==> src/hdl/ccsm_pkg.sv <==
// shared types and codes for the crate cycle sync master
`timescale 1ns / 1ps
package ccsm_pkg;

  // request codes
  localparam logic [2:0] REQ_BEGIN     = 3'd0;
  localparam logic [2:0] REQ_READY     = 3'd1;
  localparam logic [2:0] REQ_STOP      = 3'd2;
  localparam logic [2:0] REQ_EOC       = 3'd3;
  localparam logic [2:0] REQ_POLL_LIVE = 3'd4;
  localparam logic [2:0] REQ_POLL_DEAD = 3'd5;

  // result codes
  localparam logic [2:0] KIND_ACK     = 3'd0;
  localparam logic [2:0] KIND_STOP    = 3'd1;
  localparam logic [2:0] KIND_START   = 3'd2;
  localparam logic [2:0] KIND_STALE   = 3'd3;
  localparam logic [2:0] KIND_NOTICE  = 3'd4;
  localparam logic [2:0] KIND_CLOSED  = 3'd5;

  // configuration register indexes
  localparam logic [1:0] CFG_OWN          = 2'd0;
  localparam logic [1:0] CFG_ENABLE       = 2'd1;
  localparam logic [1:0] CFG_ENABLED_MASK = 2'd2;
  localparam logic [1:0] CFG_SYNC_MASK    = 2'd3;

  // ram slots
  localparam logic [1:0] RAM_ANY  = 2'd0;
  localparam logic [1:0] RAM_ODD  = 2'd1;
  localparam logic [1:0] RAM_EVEN = 2'd2;

  localparam logic [30:0] EVENT_FIRST = 31'd1;

  // queue depths
  localparam int JQ_DEPTH = 4;
  localparam int OQ_DEPTH = 2;

  typedef struct packed {
    logic [2:0] own_crate;
    logic       master_enable;
    logic [7:0] enabled_mask;
    logic [7:0] sync_mask;
  } cfg_t;

  // one classified request on its way to the back end
  typedef struct packed {
    logic [2:0]  kind;
    logic [1:0]  ram;
    logic [30:0] ev;
    logic [7:0]  part;
    logic [7:0]  notify;
  } job_t;

  typedef struct packed {
    logic [2:0]  kind;
    logic [2:0]  target;
    logic [1:0]  ram;
    logic [30:0] ev;
    logic [7:0]  part;
    logic        last;
  } result_t;

endpackage

==> src/hdl/ccsm_front.sv <==
// request classifier and barrier state
`timescale 1ns / 1ps
module ccsm_front #(
  parameter int NUM_CRATES = 8
) (
  input  logic              clk,
  input  logic              rst,
  input  ccsm_pkg::cfg_t    cfg,
  input  logic              in_valid,
  input  logic [2:0]        req_type,
  input  logic [2:0]        crate_id,
  input  logic [1:0]        ram_select,
  input  logic [30:0]       event_in,
  output ccsm_pkg::job_t    job,
  output logic              job_valid
);
  import ccsm_pkg::*;

  localparam logic [7:0] LIVE_CRATES =
    (NUM_CRATES >= 8) ? 8'hFF : 8'((1 << NUM_CRATES) - 1);

  logic [7:0]  ready_flags [0:2];
  logic [7:0]  ready_flags_next [0:2];
  logic [7:0]  participating_mask;
  logic [7:0]  participating_mask_next;
  logic [30:0] event_count;
  logic [30:0] event_count_next;
  logic [30:0] stop_request_event;
  logic [30:0] stop_request_event_next;

  logic [1:0]  ram_cur;
  logic [7:0]  live_others;
  logic [7:0]  have;
  logic [7:0]  need;

  assign job_valid = in_valid;

  // classify the word and work out the state it leaves
  always_comb begin
    ready_flags_next        = ready_flags;
    participating_mask_next = participating_mask;
    event_count_next        = event_count;
    stop_request_event_next = stop_request_event;

    ram_cur     = event_count[0] ? RAM_ODD : RAM_EVEN;
    live_others = LIVE_CRATES & ~(8'b1 << cfg.own_crate);
    have        = ready_flags[ram_cur] | ready_flags[RAM_ANY];
    need        = live_others & cfg.enabled_mask & cfg.sync_mask;

    job.kind   = KIND_ACK;
    job.ram    = RAM_ANY;
    job.ev     = event_count;
    job.part   = participating_mask;
    job.notify = 8'h00;

    if (cfg.master_enable) begin
      case (req_type)
        REQ_BEGIN: begin
          ready_flags_next[0]     = 8'h00;
          ready_flags_next[1]     = 8'h00;
          ready_flags_next[2]     = 8'h00;
          event_count_next        = EVENT_FIRST;
          stop_request_event_next = 31'd0;
        end
        REQ_READY: begin
          if (ram_select != 2'd3 && LIVE_CRATES[crate_id]) begin
            ready_flags_next[ram_select] = ready_flags[ram_select] | (8'b1 << crate_id);
          end
        end
        REQ_STOP: begin
          if (event_in == event_count) begin
            stop_request_event_next = event_in;
          end else begin
            job.kind = KIND_STALE;
          end
        end
        REQ_EOC: begin
          job.kind   = KIND_CLOSED;
          job.ram    = ram_cur;
          job.notify = live_others & cfg.enabled_mask
                       & (cfg.sync_mask | participating_mask);
          event_count_next = event_count + 31'd1;
        end
        REQ_POLL_LIVE: begin
          if (stop_request_event == event_count) begin
            job.kind = KIND_STOP;
          end
        end
        REQ_POLL_DEAD: begin
          if ((need & ~have) == 8'h00) begin
            participating_mask_next    = have & LIVE_CRATES;
            ready_flags_next[ram_cur]  = 8'h00;
            ready_flags_next[RAM_ANY]  = 8'h00;
            job.kind = KIND_START;
            job.ram  = ram_cur;
            job.part = have & LIVE_CRATES;
          end
        end
        default: begin
        end
      endcase
    end
  end

  // state update on an accepted word
  always_ff @(posedge clk) begin
    if (rst) begin
      ready_flags[0]     <= 8'h00;
      ready_flags[1]     <= 8'h00;
      ready_flags[2]     <= 8'h00;
      participating_mask <= 8'h00;
      event_count        <= EVENT_FIRST;
      stop_request_event <= 31'd0;
    end else if (in_valid) begin
      ready_flags        <= ready_flags_next;
      participating_mask <= participating_mask_next;
      event_count        <= event_count_next;
      stop_request_event <= stop_request_event_next;
    end
  end

endmodule

==> src/hdl/ccsm_job_queue.sv <==
// short queue of classified requests between front and back
`timescale 1ns / 1ps
module ccsm_job_queue (
  input  logic           clk,
  input  logic           rst,
  input  logic           push,
  input  ccsm_pkg::job_t push_job,
  output logic           full,
  input  logic           pop,
  output ccsm_pkg::job_t head,
  output logic           empty
);
  import ccsm_pkg::*;

  localparam int PW = $clog2(JQ_DEPTH);

  job_t        mem [0:JQ_DEPTH-1];
  logic [PW-1:0] wr_ptr;
  logic [PW-1:0] rd_ptr;
  logic [PW:0]   count;
  logic          do_push;
  logic          do_pop;

  assign full    = (count == (PW+1)'(JQ_DEPTH));
  assign empty   = (count == '0);
  assign do_push = push && !full;
  assign do_pop  = pop && !empty;
  assign head    = mem[rd_ptr];

  // pointers and fill level
  always_ff @(posedge clk) begin
    if (rst) begin
      wr_ptr <= '0;
      rd_ptr <= '0;
      count  <= '0;
    end else begin
      if (do_push) wr_ptr <= wr_ptr + 1'b1;
      if (do_pop) rd_ptr <= rd_ptr + 1'b1;
      if (do_push && !do_pop) begin
        count <= count + 1'b1;
      end else if (do_pop && !do_push) begin
        count <= count - 1'b1;
      end
    end
  end

  // storage
  always_ff @(posedge clk) begin
    if (do_push) mem[wr_ptr] <= push_job;
  end

endmodule

==> src/hdl/ccsm_back.sv <==
// result generator: expands end of cycle into notices, buffers results
`timescale 1ns / 1ps
module ccsm_back (
  input  logic              clk,
  input  logic              rst,
  input  ccsm_pkg::job_t    jq_head,
  input  logic              jq_empty,
  output logic              jq_pop,
  input  logic              pop,
  output ccsm_pkg::result_t res,
  output logic              res_empty
);
  import ccsm_pkg::*;

  localparam int OPW = $clog2(OQ_DEPTH);

  logic       busy;
  job_t       cur;
  logic [7:0] remaining;

  result_t          oq [0:OQ_DEPTH-1];
  logic [OPW-1:0]   oq_wr;
  logic [OPW-1:0]   oq_rd;
  logic [OPW:0]     oq_count;
  logic             oq_full;
  logic             oq_pop;

  logic       emit;
  logic       notice_now;
  logic [2:0] low_idx;
  result_t    emit_res;

  assign oq_full   = (oq_count == (OPW+1)'(OQ_DEPTH));
  assign res_empty = (oq_count == '0);
  assign oq_pop    = pop && !res_empty;
  assign res       = oq[oq_rd];

  assign jq_pop     = !busy && !jq_empty;
  assign emit       = busy && !oq_full;
  assign notice_now = (cur.kind == KIND_CLOSED) && (remaining != 8'h00);

  // lowest crate still to be notified
  always_comb begin
    low_idx = 3'd0;
    for (int i = 7; i >= 0; i--) begin
      if (remaining[i]) low_idx = 3'(i);
    end
  end

  // result word for this cycle
  always_comb begin
    emit_res.ram  = cur.ram;
    emit_res.ev   = cur.ev;
    emit_res.part = cur.part;
    if (notice_now) begin
      emit_res.kind   = KIND_NOTICE;
      emit_res.target = low_idx;
      emit_res.last   = 1'b0;
    end else begin
      emit_res.kind   = cur.kind;
      emit_res.target = 3'd0;
      emit_res.last   = 1'b1;
    end
  end

  // job sequencing
  always_ff @(posedge clk) begin
    if (rst) begin
      busy <= 1'b0;
    end else if (jq_pop) begin
      busy <= 1'b1;
    end else if (emit && !notice_now) begin
      busy <= 1'b0;
    end
  end

  always_ff @(posedge clk) begin
    if (jq_pop) begin
      cur       <= jq_head;
      remaining <= jq_head.notify;
    end else if (emit && notice_now) begin
      remaining <= remaining & (remaining - 8'd1);
    end
  end

  // output queue control
  always_ff @(posedge clk) begin
    if (rst) begin
      oq_wr    <= '0;
      oq_rd    <= '0;
      oq_count <= '0;
    end else begin
      if (emit) oq_wr <= oq_wr + 1'b1;
      if (oq_pop) oq_rd <= oq_rd + 1'b1;
      if (emit && !oq_pop) begin
        oq_count <= oq_count + 1'b1;
      end else if (oq_pop && !emit) begin
        oq_count <= oq_count - 1'b1;
      end
    end
  end

  always_ff @(posedge clk) begin
    if (emit) oq[oq_wr] <= emit_res;
  end

endmodule

==> src/hdl/crate_cycle_sync_master.sv <==
// top level of the crate cycle sync master
`timescale 1ns / 1ps
// Barrier master for readout crates. Requests enter through a queue-like
// push/full port; the front end classifies each word and updates the ready
// flags, participation mask, event counter and stop event in the cycle it is
// accepted, then places a job in a four-deep queue. The back end turns each
// job into results one per cycle, while its two-word output queue (read with
// empty/pop) has room. A new job is taken only after the last result of
// the current one is written; end of cycle gives a notice per crate notified
// (at most 7) before the close, so the back end's sequencer, at one result
// per cycle, sets the sustained rate. Configuration is written through
// cfg_valid/cfg_ready (always ready) and must only change while idle.
module crate_cycle_sync_master #(
  parameter int NUM_CRATES = 8
) (
  input  logic        clk,
  input  logic        rst,
  input  logic        push,
  output logic        full,
  input  logic [2:0]  req_type,
  input  logic [2:0]  crate_id,
  input  logic [1:0]  ram_select,
  input  logic [30:0] event_in,
  output logic        empty,
  input  logic        pop,
  output logic [2:0]  kind,
  output logic [2:0]  target_crate,
  output logic [1:0]  ram_out,
  output logic [30:0] event_out,
  output logic [7:0]  participating_out,
  output logic        last,
  input  logic        cfg_valid,
  output logic        cfg_ready,
  input  logic [1:0]  cfg_index,
  input  logic [7:0]  cfg_data
);
  import ccsm_pkg::*;

  cfg_t    cfg;
  logic    in_valid;
  job_t    front_job;
  logic    front_valid;
  job_t    jq_head;
  logic    jq_empty;
  logic    jq_pop;
  result_t res;

  assign cfg_ready = 1'b1;
  assign in_valid  = push && !full;

  // configuration registers
  always_ff @(posedge clk) begin
    if (rst) begin
      cfg <= '0;
    end else if (cfg_valid && cfg_ready) begin
      case (cfg_index)
        CFG_OWN:          cfg.own_crate     <= cfg_data[2:0];
        CFG_ENABLE:       cfg.master_enable <= cfg_data[0];
        CFG_ENABLED_MASK: cfg.enabled_mask  <= cfg_data;
        CFG_SYNC_MASK:    cfg.sync_mask     <= cfg_data;
        default: begin
        end
      endcase
    end
  end

  ccsm_front #(
    .NUM_CRATES(NUM_CRATES)
  ) u_front (
    .clk        (clk),
    .rst        (rst),
    .cfg        (cfg),
    .in_valid   (in_valid),
    .req_type   (req_type),
    .crate_id   (crate_id),
    .ram_select (ram_select),
    .event_in   (event_in),
    .job        (front_job),
    .job_valid  (front_valid)
  );

  ccsm_job_queue u_job_queue (
    .clk      (clk),
    .rst      (rst),
    .push     (front_valid),
    .push_job (front_job),
    .full     (full),
    .pop      (jq_pop),
    .head     (jq_head),
    .empty    (jq_empty)
  );

  ccsm_back u_back (
    .clk       (clk),
    .rst       (rst),
    .jq_head   (jq_head),
    .jq_empty  (jq_empty),
    .jq_pop    (jq_pop),
    .pop       (pop),
    .res       (res),
    .res_empty (empty)
  );

  assign kind              = res.kind;
  assign target_crate      = res.target;
  assign ram_out           = res.ram;
  assign event_out         = res.ev;
  assign participating_out = res.part;
  assign last              = res.last;

  // only notices are followed by more words of the same request
  a_notice_not_last: assert property (@(posedge clk) disable iff (rst)
    !empty && !last |-> kind == KIND_NOTICE)
    else $error("non-final word is not a cycle notice");

  a_notice_is_not_last: assert property (@(posedge clk) disable iff (rst)
    !empty && kind == KIND_NOTICE |-> !last)
    else $error("cycle notice marked final");

  // slot carried by notices, closes and starts follows the event parity
  a_ram_parity: assert property (@(posedge clk) disable iff (rst)
    !empty && (kind == KIND_NOTICE || kind == KIND_CLOSED || kind == KIND_START)
    |-> ram_out == (event_out[0] ? RAM_ODD : RAM_EVEN))
    else $error("ram slot does not match event parity");

endmodule

==> config.mk <==
export PLATFORM = sky130hd
export DESIGN_NAME = crate_cycle_sync_master
export DESIGN_NICKNAME = d
export VERILOG_FILES = /design/src/hdl/ccsm_pkg.sv /design/src/hdl/ccsm_front.sv /design/src/hdl/ccsm_job_queue.sv /design/src/hdl/ccsm_back.sv /design/src/hdl/crate_cycle_sync_master.sv
export SDC_FILE = /design/constraint.sdc
export NUM_CORES = 1
export LEC_CHECK = 0
export BUFFER_PORTS_ARGS = -buffer_cell sky130_fd_sc_hd__buf_2
export CAP_MARGIN = 30
export CORE_MARGIN = 10
export CORE_UTILIZATION = 41
export DETAILED_ROUTE_END_ITERATION = 8
export SYNTH_ARGS = -nofsm -noshare
export SYNTH_HDL_FRONTEND = slang
export SYNTH_SLANG_ARGS = --single-unit
export TNS_END_PERCENT = 1
==> constraint.sdc <==
create_clock -name clk -period 4.2 [get_ports clk]
set_input_delay 0.42 -clock clk [delete_from_list [all_inputs] [get_ports clk]]
set_output_delay 0.42 -clock clk [all_outputs]
set_load 0.02 [all_outputs]
; ---- Word-level counts from Yosys, hierarchy flattened
; Memory sizes are Yosys's and may differ from the RTL's. A register that Yosys moved wholly into a read port is not among the register bits.
; Cells that the tools add are included.
[word_totals]
romBits = 8
mem_bits_rw = 304
n_memories = 3
input_bits = 54
word_cells = 175
output_inout_bits = 51
ff_bits = 178
[memory_table]
columns = name, depth, word_bits, read_ports, rd_ports_with_merged_regs, wr, line_no
row1 = u_job_queue.mem, 4, 52, 1, 1, 1, ccsm_job_queue.sv:17  ; job_t mem [0:JQ_DEPTH-1];
row2 = u_back.oq, 2, 48, 1, 1, 1, ccsm_back.sv:21  ; result_t oq [0:OQ_DEPTH-1];
row3 = (no name shown), 8, 1, 1, 0, 0, ccsm_front.sv:66  ; if (ram_select != 2'd3 && LIVE_CRATES[crate_id]) begin
[op_classes]
mux = 55
n_addsub = 10
n_bitwise = 14
n_reduce_logical = 47
n_eq_ne = 17
shifts = 2
n_lt_le_gt_ge = 5
[op_table]
columns = cell, count
row1 = one-hot mux 31 bit (2 select lines), 2
row2 = two-way mux 8 bit, 11
row3 = one-hot mux 24 bit (3 select lines), 1
row4 = equality test 31 bit, 2
row5 = two-way mux 24 bit, 2
row6 = bitwise AND 8 bit, 5
row7 = binary-select mux 8 bit (select 2 bit), 2
row8 = demux 8 bit (select 2 bit), 2
row9 = adder 31 x 1 -> 31 bit (second input constant), 1
row10 = two-way mux 31 bit, 1
row11 = two-way mux 3 bit, 10
row12 = bitwise mux 24 bit, 1
row13 = bitwise OR 8 bit, 3
row14 = bitwise AND 16 bit, 1
row15 = logical AND 1 bit, 16
row16 = two-way mux 16 bit, 1
row17 = inverter 16 bit, 1
row18 = inverter 8 bit, 2
row19 = << shifter 1 x 3 -> 8 bit (first input constant), 2
row20 = equality test 3 bit (second input constant), 4
row21 = two-way mux 2 bit, 6
row22 = one-hot mux 3 bit (4 select lines), 1
row23 = nonzero test 2 bit, 6
row24 = two-way mux 1 bit, 11
row25 = other kinds (30), 56

; ---- Longest topological paths before layout
; Gate-level depths: netlist (run 1).
[logic_depth]
word_depth = 12
mapped_depth = 9
mapped_depth_nobuf = 8

; ---- Hierarchy
; From an unflattened synthesis (run 1), not the netlist that was laid out.
[unflattened]
cells_unflattened = 1381
area_unflattened_um2 = 20490.9
[modules_own_cells]
columns = mod, seq_area_each_um2, n_inst, cells_per_inst, area_each_um2
row1 = ccsm_job_queue, 6426.2, 1, 320, 8027.7
row2 = ccsm_front, 1881.8, 1, 706, 6087.1
row3 = ccsm_back, 4564.4, 1, 273, 5517.8
row4 = crate_cycle_sync_master, 400.4, 1, 82, 858.3

; ---- Worst setup path after synthesis (run 1)
; No wires, ideal clock.
[synth_path]
kind = register -> register
from = reg u_back.oq_count[0]
to = mem u_back.oq[0][0] in the netlist's numbering, enable pin
setup_slack_ns = 1.091
path_buffers = 0
t_arrival_ns = 2.656
t_required_ns = 3.746
synth_period_minus_slack_ns = 3.109
stages_incl_launch_ff = 4
setup_time_ns = 0.454
cell_sequence = dfxtp_1 nand2b_1 nand2_1 nor2_1
[synth_via]
elab_chain_len = 5
[synth_rtl]
columns = element, line_no
row1 = "start, declared", ccsm_back.sv:24  ; logic [OPW:0] oq_count;
row2 = "start signal, assigned", ccsm_back.sv:96  ; oq_count <= oq_count + 1'b1;
row3 = "start signal, assigned", ccsm_back.sv:98  ; oq_count <= oq_count - 1'b1;
row4 = equality test 2 bit, ccsm_back.sv:33  ; assign oq_full = (oq_count == (OPW+1)'(OQ_DEPTH));
row5 = zero test 1 bit, ccsm_back.sv:39  ; assign emit = busy && !oq_full;
row6 = logical AND 1 bit, ccsm_back.sv:39
row7 = two-way mux 1 bit, ccsm_back.sv:104  ; if (emit) oq[oq_wr] <= emit_res;
row8 = two-way mux 1 bit (not written as such), ccsm_back.sv:104
row9 = "end, declared", ccsm_back.sv:21
; No other way between the ends.

; ---- Final worst setup path (run 1)
[layout_path]
from = reg u_front.event_count[10]
to = reg u_front.stop_request_event[20]
[layout_via]
elab_chain_len = 3
[layout_rtl]
columns = element, line_no
row1 = "start, declared", ccsm_front.sv:26  ; logic [30:0] event_count;
row2 = "start signal, assigned", ccsm_front.sv:117  ; event_count <= event_count_next;
row3 = equality test 31 bit, ccsm_front.sv:71  ; if (event_in == event_count) begin
row4 = inequality test 2 x 1 -> 1 bit (no line), -
row5 = AND reduction 4 bit (no line), -
row6 = "end signal, assigned", ccsm_front.sv:118  ; stop_request_event <= stop_request_event_next;
row7 = "end, declared", ccsm_front.sv:28  ; logic [30:0] stop_request_event;
; No other way between the ends.
; A chain may end at the register's enable or synchronous reset.

==> results of run 1 <==
## worst max-delay path, stage by stage (launching register included)
cell,delay [ns]
dfxtp_1,0.56
xor2_1,0.12
nor4_1,0.70
nand4_1,0.26
o31ai_1,0.56
a21oi_2,0.10
buf_4,0.26
a22o_1,0.27
## metrics by stage
| stage | std cells | total power, W | worst slack, ns |
|---|---|---|---|
| final | 1982 | 0.0129 | 1.25 |
| after global routing | 1982 | 0.0135 | 1.08 |
| after CTS | 1981 | 0.0131 | 1.29 |
| after detailed placement | 1896 | 0.00906 | 1.29 |
| after global placement | 1896 | 0.00903 | 1.35 |
| after floorplan | 1241 | 0.00820 | 1.09 |
## placed cells by master (no fill, tap or decap), types with 24 or more instances in the layout
| master | instances |
|---|---|
| a22o_1 | 31 |
| edfxtp_1 | 356 |
| dfxtp_1 | 126 |
| nor4_1 | 24 |
| xor2_1 | 54 |
| nand2_1 | 37 |
| o21ai_0 | 30 |
| mux2i_1 | 28 |
| mux2_2 | 59 |
| nor3_1 | 36 |
| mux4_2 | 52 |
| nor2_1 | 90 |
| clkbuf_16 | 50 |
| xnor2_1 | 41 |
| buf_2 | 104 |
## metal layers
| metal | vias up | track usage (%) | routed length [um] |
|---|---|---|---|
| li1 | 4910 | - | - |
| met1 | 5059 | 19.5 | 18700 |
| met2 | 203 | 20.8 | 17600 |
| met3 | 49 | 2.74 | 1840 |
| met4 | 2 | 3.96 | 747 |
| met5 | - | 0 | 13 |
## Yosys cell counts (9+ instances only)
library cell  count
xnor2_1          41
nand2_1          37
and3_1            9
o21ai_0          30
a21oi_1          24
nor3_1           36
xor2_1           54
nand4_1          13
a22o_1           31
o21a_1           15
mux4_2           52
buf_1             9
or3_1            14
mux2_2           59
dfxtp_1         129
nor4_1           24
mux2i_1          28
nand3_1          17
clkbuf_1         48
edfxtp_1        356
inv_1            20
nor2_1           91
## cell type report
| class | instances | area share (%) |
|---|---|---|
| clock buffer | 67 | 6.32 |
| clock inverter | 18 | 0.540 |
| inverter | 21 | 0.362 |
| multi-input combinational | 667 | 25.4 |
| sequential | 485 | 61.0 |
| tap | 607 | 3.49 |
| timing repair buffer | 117 | 2.84 |
## registers in the layout (all words and copies together), names as in the netlist, named ones only
| signal | cells |
|---|---|
| u_back.busy | 1 |
| u_job_queue.mem | 208 |
| u_back.oq | 96 |
| u_front.stop_request_event | 31 |
| u_job_queue.rd_ptr | 2 |
| u_back.oq_count | 2 |
| u_back.remaining | 8 |
| u_job_queue.wr_ptr | 2 |
| u_front.participating_mask | 8 |
| u_back.oq_wr | 1 |
| u_back.oq_rd | 1 |
| u_job_queue.count | 3 |
| u_front.ready_flags | 24 |
| u_front.event_count | 31 |
| u_back.cur | 44 |
| cfg | 20 |
## final timing paths
kind / end / slack, ns / from / cells past startpoint
worst max-delay path: u_front.stop_request_event[20] / 1.25 / u_front.event_count[10] / 7
worst min-delay path: u_front.stop_request_event[5] / 0.1 / event_in[5] / 2
worst max register to register: u_front.stop_request_event[20] / 1.25 / u_front.event_count[10] / 7
worst min register to register: u_back.oq[0][10] / 0.44 / u_back.cur[17] / 0
## power groups by stage
stage / clock [W] / sequential (W) / combinational (W)
after floorplan: 0 / 0.00649 / 0.00171
after global placement: 0 / 0.00672 / 0.00231
after detailed placement: 0 / 0.00675 / 0.00231
after CTS: 0.00413 / 0.00666 / 0.00232
after global routing: 0.00433 / 0.00673 / 0.00248
final: 0.00404 / 0.00663 / 0.00225
## cells by family after synthesis
| kind of cell | count (synthesis) | synth area share [%] |
|---|---|---|
| buffers and inverters | 89 | 1.87 |
| adders and majority gates | 8 | 0.562 |
| other | 1 | 0.0196 |
| xor gates and xnor gates | 95 | 4.35 |
| DFF | 485 | 69.4 |
| and+or+nand+nor | 297 | 8.12 |
| AOI/OAI and AO/OA | 126 | 4.57 |
| muxes | 140 | 11.1 |
==> run summary, run 1 <==
cell-internal power: 0.00944 W
Die H: 236 um
final instance area: 0.0218 mm^2
antenna diode count: 0
crit start category: register
Post-synth EDFFs: 356
number of global-route vias before repair: 10293
HP Class: primary input to register
Layout area overhead: 13.8%
die area: 0.0557 mm^2
Avg Cell Area, Syn: 15.4 um^2
post-synthesis cell count: 1241
Net Sw Frac: 26.9%
initial antenna violation count: 2
element type at the critical path end: register
clk buf depth: 3
via count: 10223
Switching Power: 0.00348 W
Area contributors post-synth: edfxtp_1, dfxtp_1, mux4_2
# nets final: 1401
largest net degree at the start of global routing: 53
Mapped Nets: 1303
Post-CTS Setup Bufs: 0
width of the die: 236 um
CTS tree: yes
Port Buffers: 103
# resized after CTS: 0
clk_lat worst skew: 0.55 ns
setup TNS: 0 ns
share of post-route cells with drive strength above 1: 23.5%
fin. max-slew vios: 0
Rel. slew slack: 38.2%
first-pass GRT wire length: 61200 um
cts hold-fix bufs: 0
Util after Layout: 47.0%
CP arrival: 3.39 ns
post-route ant nets: 0
CTS clock-pin slew for the worst setup and hold paths: 0.06 ns
MaxCap Viol Count: 0
P per Cell Area: 594 mW/mm^2
VDD IR-drop max: 0.270 mV
H-tree depth: 2
Synth area leader: edfxtp_1
Lkg Pwr: 7.81 nW
status: completed
Tightest Pin Transition: 0.927 ns
fin crit share: 70.1%
sequential power share: 51.3%
Row Count: 79
FF+latch area: 0.0133 mm^2
sequential element share of the synthesized area: 69.4%
Final Critical Period: 2.95 ns
share of total power in combinational logic: 17.4%
final-report hold violation count: 0
final setup fails: 0
Synth Flop Type: edfxtp_1
WS Path Type: register to register
drt drc: 0
total global routing overflow: 0
Clock power frac: 31.3%
hold slack: 0.0993 ns
routed length per instance: 19.6 um
area of the multi-input gates: 0.00554 mm^2
RSZ-0062 raised after global routing: no
Netlist cell types: 63
critical path fanouts, max: 31
final WL: 38900 um
Sink Count: 485
core area: 0.0464 mm^2
fmax: 340 MHz
clock skew: 0.0179 ns
Top Ports: 105
mapped cell area: 0.0191 mm^2
Clock Tree Root: clkbuf_16
asr flop ratio synth: 0%
average vias per placed instance: 5.16
DRT Pass-1 Iters: 5
Global Route Usage Sum: 13.7%
Yosys reg bits: 485
HPWL Detailed: 25700 um
Initial Utilization: 41.3%
Crit path required time: 4.65 ns
placed inst area: 0.0203 mm^2
Synth Warn #: 0
total CTS buffers: 47
# fillers: 3938
gpl congestion: 0.793
Yosys top cell area share: 55.9%
drt initial violations: 625
(Power assumes the default switching activity.)
==> run 2: changes to the inputs <==
- clock period: 4.2 -> 3.01 ns (I/O delays scaled with it)
==> run 2 against run 1 <==
Effect of this change: count of clock-buffer cells in the layout rose by 3; total power up 42%; register-to-register slack worse by 0.98 ns; critical path depth fell by 1; non-clock buffer count rose by 74; global-route usage increased by 0.37 points; sequential share of layout area shrank 2.2 points; utilization up 1.7 points.
==> run summary, run 2 (same netlist as run 1, synthesis figures left out) <==
fin crit share: 91.0% (was 70.1%)
Finished Layout Cells: 2060 (was 1982)
WS Path Type: register to register (unchanged)
post-route ant nets: 0 (unchanged)
core area: 0.0464 mm^2 (unchanged)
CTS tree: yes (unchanged)
hold slack: 0.0294 ns (was 0.0993 ns)
grt met1 use: 19.7% (was 19.5%)
met2 usage in global routing: 22.0% (was 20.8%)
CP max-delay cell: dfxtp_1 (was nor4_1)
top flop regs: u_job_queue.mem: 208 flops, u_back.oq: 96 flops, u_back.cur: 44 flops (unchanged)
final WL: 39900 um (was 38900 um)
max FFs per register: 208 (unchanged)
VDD IR-drop max: 0.451 mV (was 0.270 mV)
largest net degree at the start of global routing: 49 (was 53)
number of global-route vias before repair: 10870 (was 10293)
MaxCap Viol Count: 0 (unchanged)
Top Usage Layer GRT: met2 (unchanged)
fmax: 365 MHz (was 340 MHz)
HPWL Detailed: 26600 um (was 25700 um)
Buf/Inv on CP: 0 (was 1)
critical path fanouts, max: 11 (was 31)
total CTS buffers: 48 (was 47)
# fillers: 3931 (was 3938)
setup TNS: 0 ns (unchanged)
CTS clock-pin slew for the worst setup and hold paths: 0.06 ns (about the same)
CP delay by family, top: simple AND/OR/NAND/NOR gates (unchanged)
die area: 0.0557 mm^2 (unchanged)
most common cell after layout, fill and taps aside: edfxtp_1 (unchanged)
crit-path cells: mux2_2, nor4_1, nor4_4, nand3_2, or3_1, mux2_2 (was xor2_1, nor4_1, nand4_1, o31ai_1, a21oi_2, buf_4, a22o_1)
H-tree depth: 2 (unchanged)
element type at the critical path end: register (unchanged)
Crit path required time: 3.30 ns (was 4.65 ns)
final-report hold violation count: 0 (unchanged)
width of the die: 236 um (unchanged)
drt initial violations: 586 (was 625)
clock skew: 0.0129 ns (was 0.0179 ns)
CP dominant cell by count: mux2_2
P per Cell Area: 815 mW/mm^2 (was 594 mW/mm^2)
first-pass GRT wire length: 62700 um (was 61200 um)
share of post-route cells with drive strength above 1: 24.9% (was 23.5%)
average vias per placed instance: 5.15 (was 5.16)
via count: 10601 (was 10223)
met3 usage in global routing: 2.34% (was 2.74%)
RSZ-0062 raised after global routing: no (unchanged)
Final Critical Period: 2.74 ns (was 2.95 ns)
Layout area overhead: 18.0% (was 13.8%)
initial antenna violation count: 1 (was 2)
gpl congestion: 0.830 (was 0.793)
Top Ports: 105 (unchanged)
status: completed (unchanged)
clk_lat worst skew: 0.56 ns (was 0.55 ns)
CP arrival: 3.03 ns (was 3.39 ns)
Rel. slew slack: 50.4% (was 38.2%)
Row Count: 79 (unchanged)
Util after Layout: 48.7% (was 47.0%)
total global routing overflow: 0 (unchanged)
placed inst area: 0.0206 mm^2 (was 0.0203 mm^2)
Tightest Pin Transition: 0.738 ns (was 0.927 ns)
most frequent cells in the layout: edfxtp_1, dfxtp_1, buf_2, nor2_1, mux2_2 (unchanged)
HP Class: primary input to register (unchanged)
drt drc: 0 (unchanged)
Die H: 236 um (unchanged)
# nets final: 1476 (was 1401)
routed length per instance: 19.4 um (was 19.6 um)
Post-CTS Setup Bufs: 0 (unchanged)
DRT Pass-1 Iters: 5 (unchanged)
clk buf depth: 3 (unchanged)
crit start category: register (unchanged)
Initial Utilization: 41.3% (unchanged)
final instance area: 0.0226 mm^2 (was 0.0218 mm^2)
Clock Tree Root: clkbuf_16 (unchanged)
Global Route Usage Sum: 14.1% (was 13.7%)
CP max stage delay: 0.56 ns (was 0.70 ns)
Lkg Pwr: 8.21 nW (was 7.81 nW)
final setup fails: 0 (unchanged)
Sink Count: 485 (unchanged)
Port Buffers: 103 (unchanged)
placed cell count: 1934 (was 1896)
Reg with most FFs: u_job_queue.mem (unchanged)
fin. max-slew vios: 0 (unchanged)
run 2: worst paths after layout:
path | from | endpoint | slack (ns) | cells after the start
max reg2reg | u_front.event_count[0] | u_job_queue.mem[0][14] | 0.27 | 6
max | u_front.event_count[0] | u_job_queue.mem[0][14] | 0.27 | 6
min | cfg_data[1] | cfg[18] | 0.03 | 3
min reg2reg | u_back.cur[40] | u_back.oq[1][33] | 0.44 | 0
run 2: power by group:
part / internal, W / switching, W / leakage, nW
clock: 0.00343 / 0.00241 / 0.767
sequential: 0.00863 / 0.000476 / 4.51
combinational: 0.00140 / 0.00204 / 2.93
run 2: cell type report:
type | count | area (um^2) | share of cell area, %
clock buffers | 70 | 1420 | 6.29
flip-flops and latches | 485 | 13300 | 58.8
multi-input cells | 667 | 5540 | 24.5
repair buffers | 191 | 1350 | 6.00
clock inverters | 18 | 139 | 0.615
inverters | 21 | 78.8 | 0.349
well taps | 607 | 759 | 3.37
diodes | 1 | 2.50 | 0.0111
run 2: per-stage QoR:
step	setup WS, ns	total power, W
global placement	0.330	0.0127
finish	0.270	0.0184
floorplan	0.309	0.0114
CTS	0.256	0.0187
global route	0.0955	0.0192
detailed placement	0.271	0.0128
run 2: timing repair:
item,in CTS,in global routing
endpoints found under the hold margin,43,0
hold buffers,37,0
resized for setup,0,0
run 2: worst register-to-register path, cell delays in order (launching register included):
cell	delay, ns
dfxtp_1	0.56
mux2_2	0.40
nor4_1	0.46
nor4_4	0.12
nand3_2	0.09
or3_1	0.41
mux2_2	0.43
run 2: per-layer routing:
metal  routed length, um  share of wire (%)
met1               19200                 48
met2               18000                 45
met3                1770                4.4
met4                 883                2.2
met5                   0                  0
==> run 3: changes to the inputs <==
- clock period: 3.01 -> 2.9 ns (I/O delays scaled with it)
==> run 3 against run 2 <==
Effect of this change: sequential cell count unchanged; sequential share of layout area up 0.22 points; cell area down 0.38%; highest routed layer is now met5.
==> run summary, run 3 (same netlist as run 1, synthesis figures left out) <==
final-report hold violation count: 0 (unchanged)
die area: 0.0557 mm^2 (unchanged)
sequential power share: 50.6% (was 49.5%)
Die H: 236 um (unchanged)
FF-to-FF setup slack: 0.15 ns (was 0.27 ns)
HPWL Detailed: 26400 um (was 26600 um)
fin crit share: 94.7% (was 91.0%)
Clock power frac: 30.4% (was 31.8%)
final worst slack: 0.153 ns (was 0.270 ns)
MaxCap Viol Count: 0 (unchanged)
Total Power: 0.0187 W (was 0.0184 W)
fin. max-slew vios: 0 (unchanged)
crit start category: register (unchanged)
P per Cell Area: 832 mW/mm^2 (was 815 mW/mm^2)
Global Route Usage Sum: 13.7% (was 14.1%)
hold slack: 0.0702 ns (was 0.0294 ns)
final instance area: 0.0225 mm^2 (was 0.0226 mm^2)
Port Buffers: 103 (unchanged)
number of global-route vias before repair: 10628 (was 10870)
first-pass GRT wire length: 61500 um (was 62700 um)
pre-CTS setup slack: 0.129 ns (was 0.271 ns)
Rel. slew slack: 53.3% (was 50.4%)
CTS clock-pin slew for the worst setup and hold paths: 0.06 ns (about the same)
Buf/Inv on CP: 0 (unchanged)
Reg with most FFs: u_job_queue.mem (unchanged)
grt met1 use: 19.5% (was 19.7%)
post-route ant nets: 0 (unchanged)
CP dominant cell by count: mux2_2 (unchanged)
critical path fanouts, max: 10 (was 11)
VDD IR-drop max: 0.412 mV (was 0.451 mV)
Layout area overhead: 17.5% (was 18.0%)
CP max stage delay: 0.50 ns (was 0.56 ns)
Initial Utilization: 41.3% (unchanged)
crit-path cells: mux2_2, nor4_1, nor4_4, nand3_2, or3_1, mux2_2 (unchanged)
Top Usage Layer GRT: met2 (unchanged)
CTS tree: yes (unchanged)
WS Path Type: register to register (unchanged)
# nets final: 1473 (was 1476)
core area: 0.0464 mm^2 (unchanged)
met3 usage in global routing: 2.45% (was 2.34%)
clk buf depth: 3 (unchanged)
# fillers: 3893 (was 3931)
fmax: 364 MHz (was 365 MHz)
element type at the critical path end: register (unchanged)
Lkg Pwr: 8.15 nW (was 8.21 nW)
max FFs per register: 208 (unchanged)
status: completed (unchanged)
most common cell after layout, fill and taps aside: edfxtp_1 (unchanged)
largest net degree at the start of global routing: 49 (unchanged)
via count: 10534 (was 10601)
clock skew: 0.0141 ns (was 0.0129 ns)
cell-internal power: 0.0136 W (was 0.0135 W)
HP Class: primary input to register (unchanged)
Post-CTS Setup Bufs: 0 (unchanged)
Switching Power: 0.00506 W (was 0.00493 W)
DRT Pass-1 Iters: 5 (unchanged)
Sink Count: 485 (unchanged)
final setup fails: 0 (unchanged)
gpl congestion: 0.830 (about the same)
drt drc: 0 (unchanged)
share of post-route cells with drive strength above 1: 24.3% (was 24.9%)
RSZ-0062 raised after global routing: no (unchanged)
CP arrival: 3.03 ns (about the same)
total global routing overflow: 0 (unchanged)
final WL: 39100 um (was 39900 um)
placed inst area: 0.0207 mm^2 (was 0.0206 mm^2)
Net Sw Frac: 27.1% (was 26.8%)
H-tree depth: 2 (unchanged)
Row Count: 79 (unchanged)
routed length per instance: 19.0 um (was 19.4 um)
initial antenna violation count: 4 (was 1)
width of the die: 236 um (unchanged)
total CTS buffers: 46 (was 48)
drt initial violations: 707 (was 586)
Tightest Pin Transition: 0.695 ns (was 0.738 ns)
setup TNS: 0 ns (unchanged)
top flop regs: u_job_queue.mem: 208 flops, u_back.oq: 96 flops, u_back.cur: 44 flops (unchanged)
Crit path required time: 3.19 ns (was 3.30 ns)
CP max-delay cell: dfxtp_1 (unchanged)
CP delay by family, top: simple AND/OR/NAND/NOR gates (unchanged)
met2 usage in global routing: 21.1% (was 22.0%)
average vias per placed instance: 5.12 (was 5.15)
most frequent cells in the layout: edfxtp_1, dfxtp_1, buf_2, nor2_1, mux2_2 (unchanged)
clk_lat worst skew: 0.56 ns (about the same)
Top Ports: 105 (unchanged)
Final Critical Period: 2.75 ns (was 2.74 ns)
share of total power in combinational logic: 19.0% (was 18.7%)
Clock Tree Root: clkbuf_16 (unchanged)
run 3: cell types whose count changed in the layout (fill, tap and decap cells not counted), sizes merged:
cell / previous run / this run
diode: 1 / 3
buf: 154 / 152
dlygate4sd3: 37 / 38
clkinvlp: 1 / 2
inv: 23 / 24
clkinv: 13 / 14
clkbuf: 70 / 63
run 3: per-layer routing:
metal / vias to the layer above / share of wire, %
met3: 55 / 4.3
met5: - / 0.018
li1: 5054 / -
met2: 199 / 45
met1: 5224 / 48
met4: 2 / 1.9
run 3: tightest hold or removal path, delay by kind of cell:
| kind | cells | cell delay, ns |
|---|---|---|
| simple gates | 1 | 0.07 |
| buf+inv | 1 | 0.14 |
| mux | 1 | 0.08 |
run 3: what timing repair did:
action | in CTS | in global routing
endpoints found under the setup margin | 0 | 4
resized for setup | 0 | 1
endpoints found under the hold margin | 44 | 0
hold buffers | 38 | 0
run 3: worst paths after layout:
| check | start | to | cells after the start |
|---|---|---|---|
| setup / recovery | u_front.event_count[0] | u_job_queue.mem[2][12] | 6 |
| hold / removal | cfg_data[0] | cfg[0] | 3 |
| setup reg to reg | u_front.event_count[0] | u_job_queue.mem[2][12] | 6 |
| hold reg to reg | u_back.cur[12] | u_back.oq[0][5] | 0 |
run 3: power groups by stage:
stage | clock, W | sequential (W) | combinational, W
finish | 0.00569 | 0.00947 | 0.00355
global route | 0.00608 | 0.00961 | 0.00390
CTS | 0.00581 | 0.00949 | 0.00366
global placement | 0 | 0.00958 | 0.00357
floorplan | 0 | 0.00939 | 0.00248
detailed placement | 0 | 0.00964 | 0.00360
run 3: cell type report:
class	instances	area, um^2	area share, %
Inverter	21	78.8	0.351
Antenna cell	3	7.51	0.0334
Clock buffer	63	1250	5.58
Multi-Input combinational cell	667	5540	24.6
Timing Repair Buffer	190	1400	6.22
Clock inverter	21	168	0.746
Tap cell	607	759	3.38
Sequential cell	485	13300	59.1
run 3: metrics by stage:
step,utilization (%),instances
after floorplan,-,1241
after global placement,44.6,1931
after detailed placement,44.6,1932
after CTS,48.5,2054
after global routing,48.5,2056
final,48.5,2057
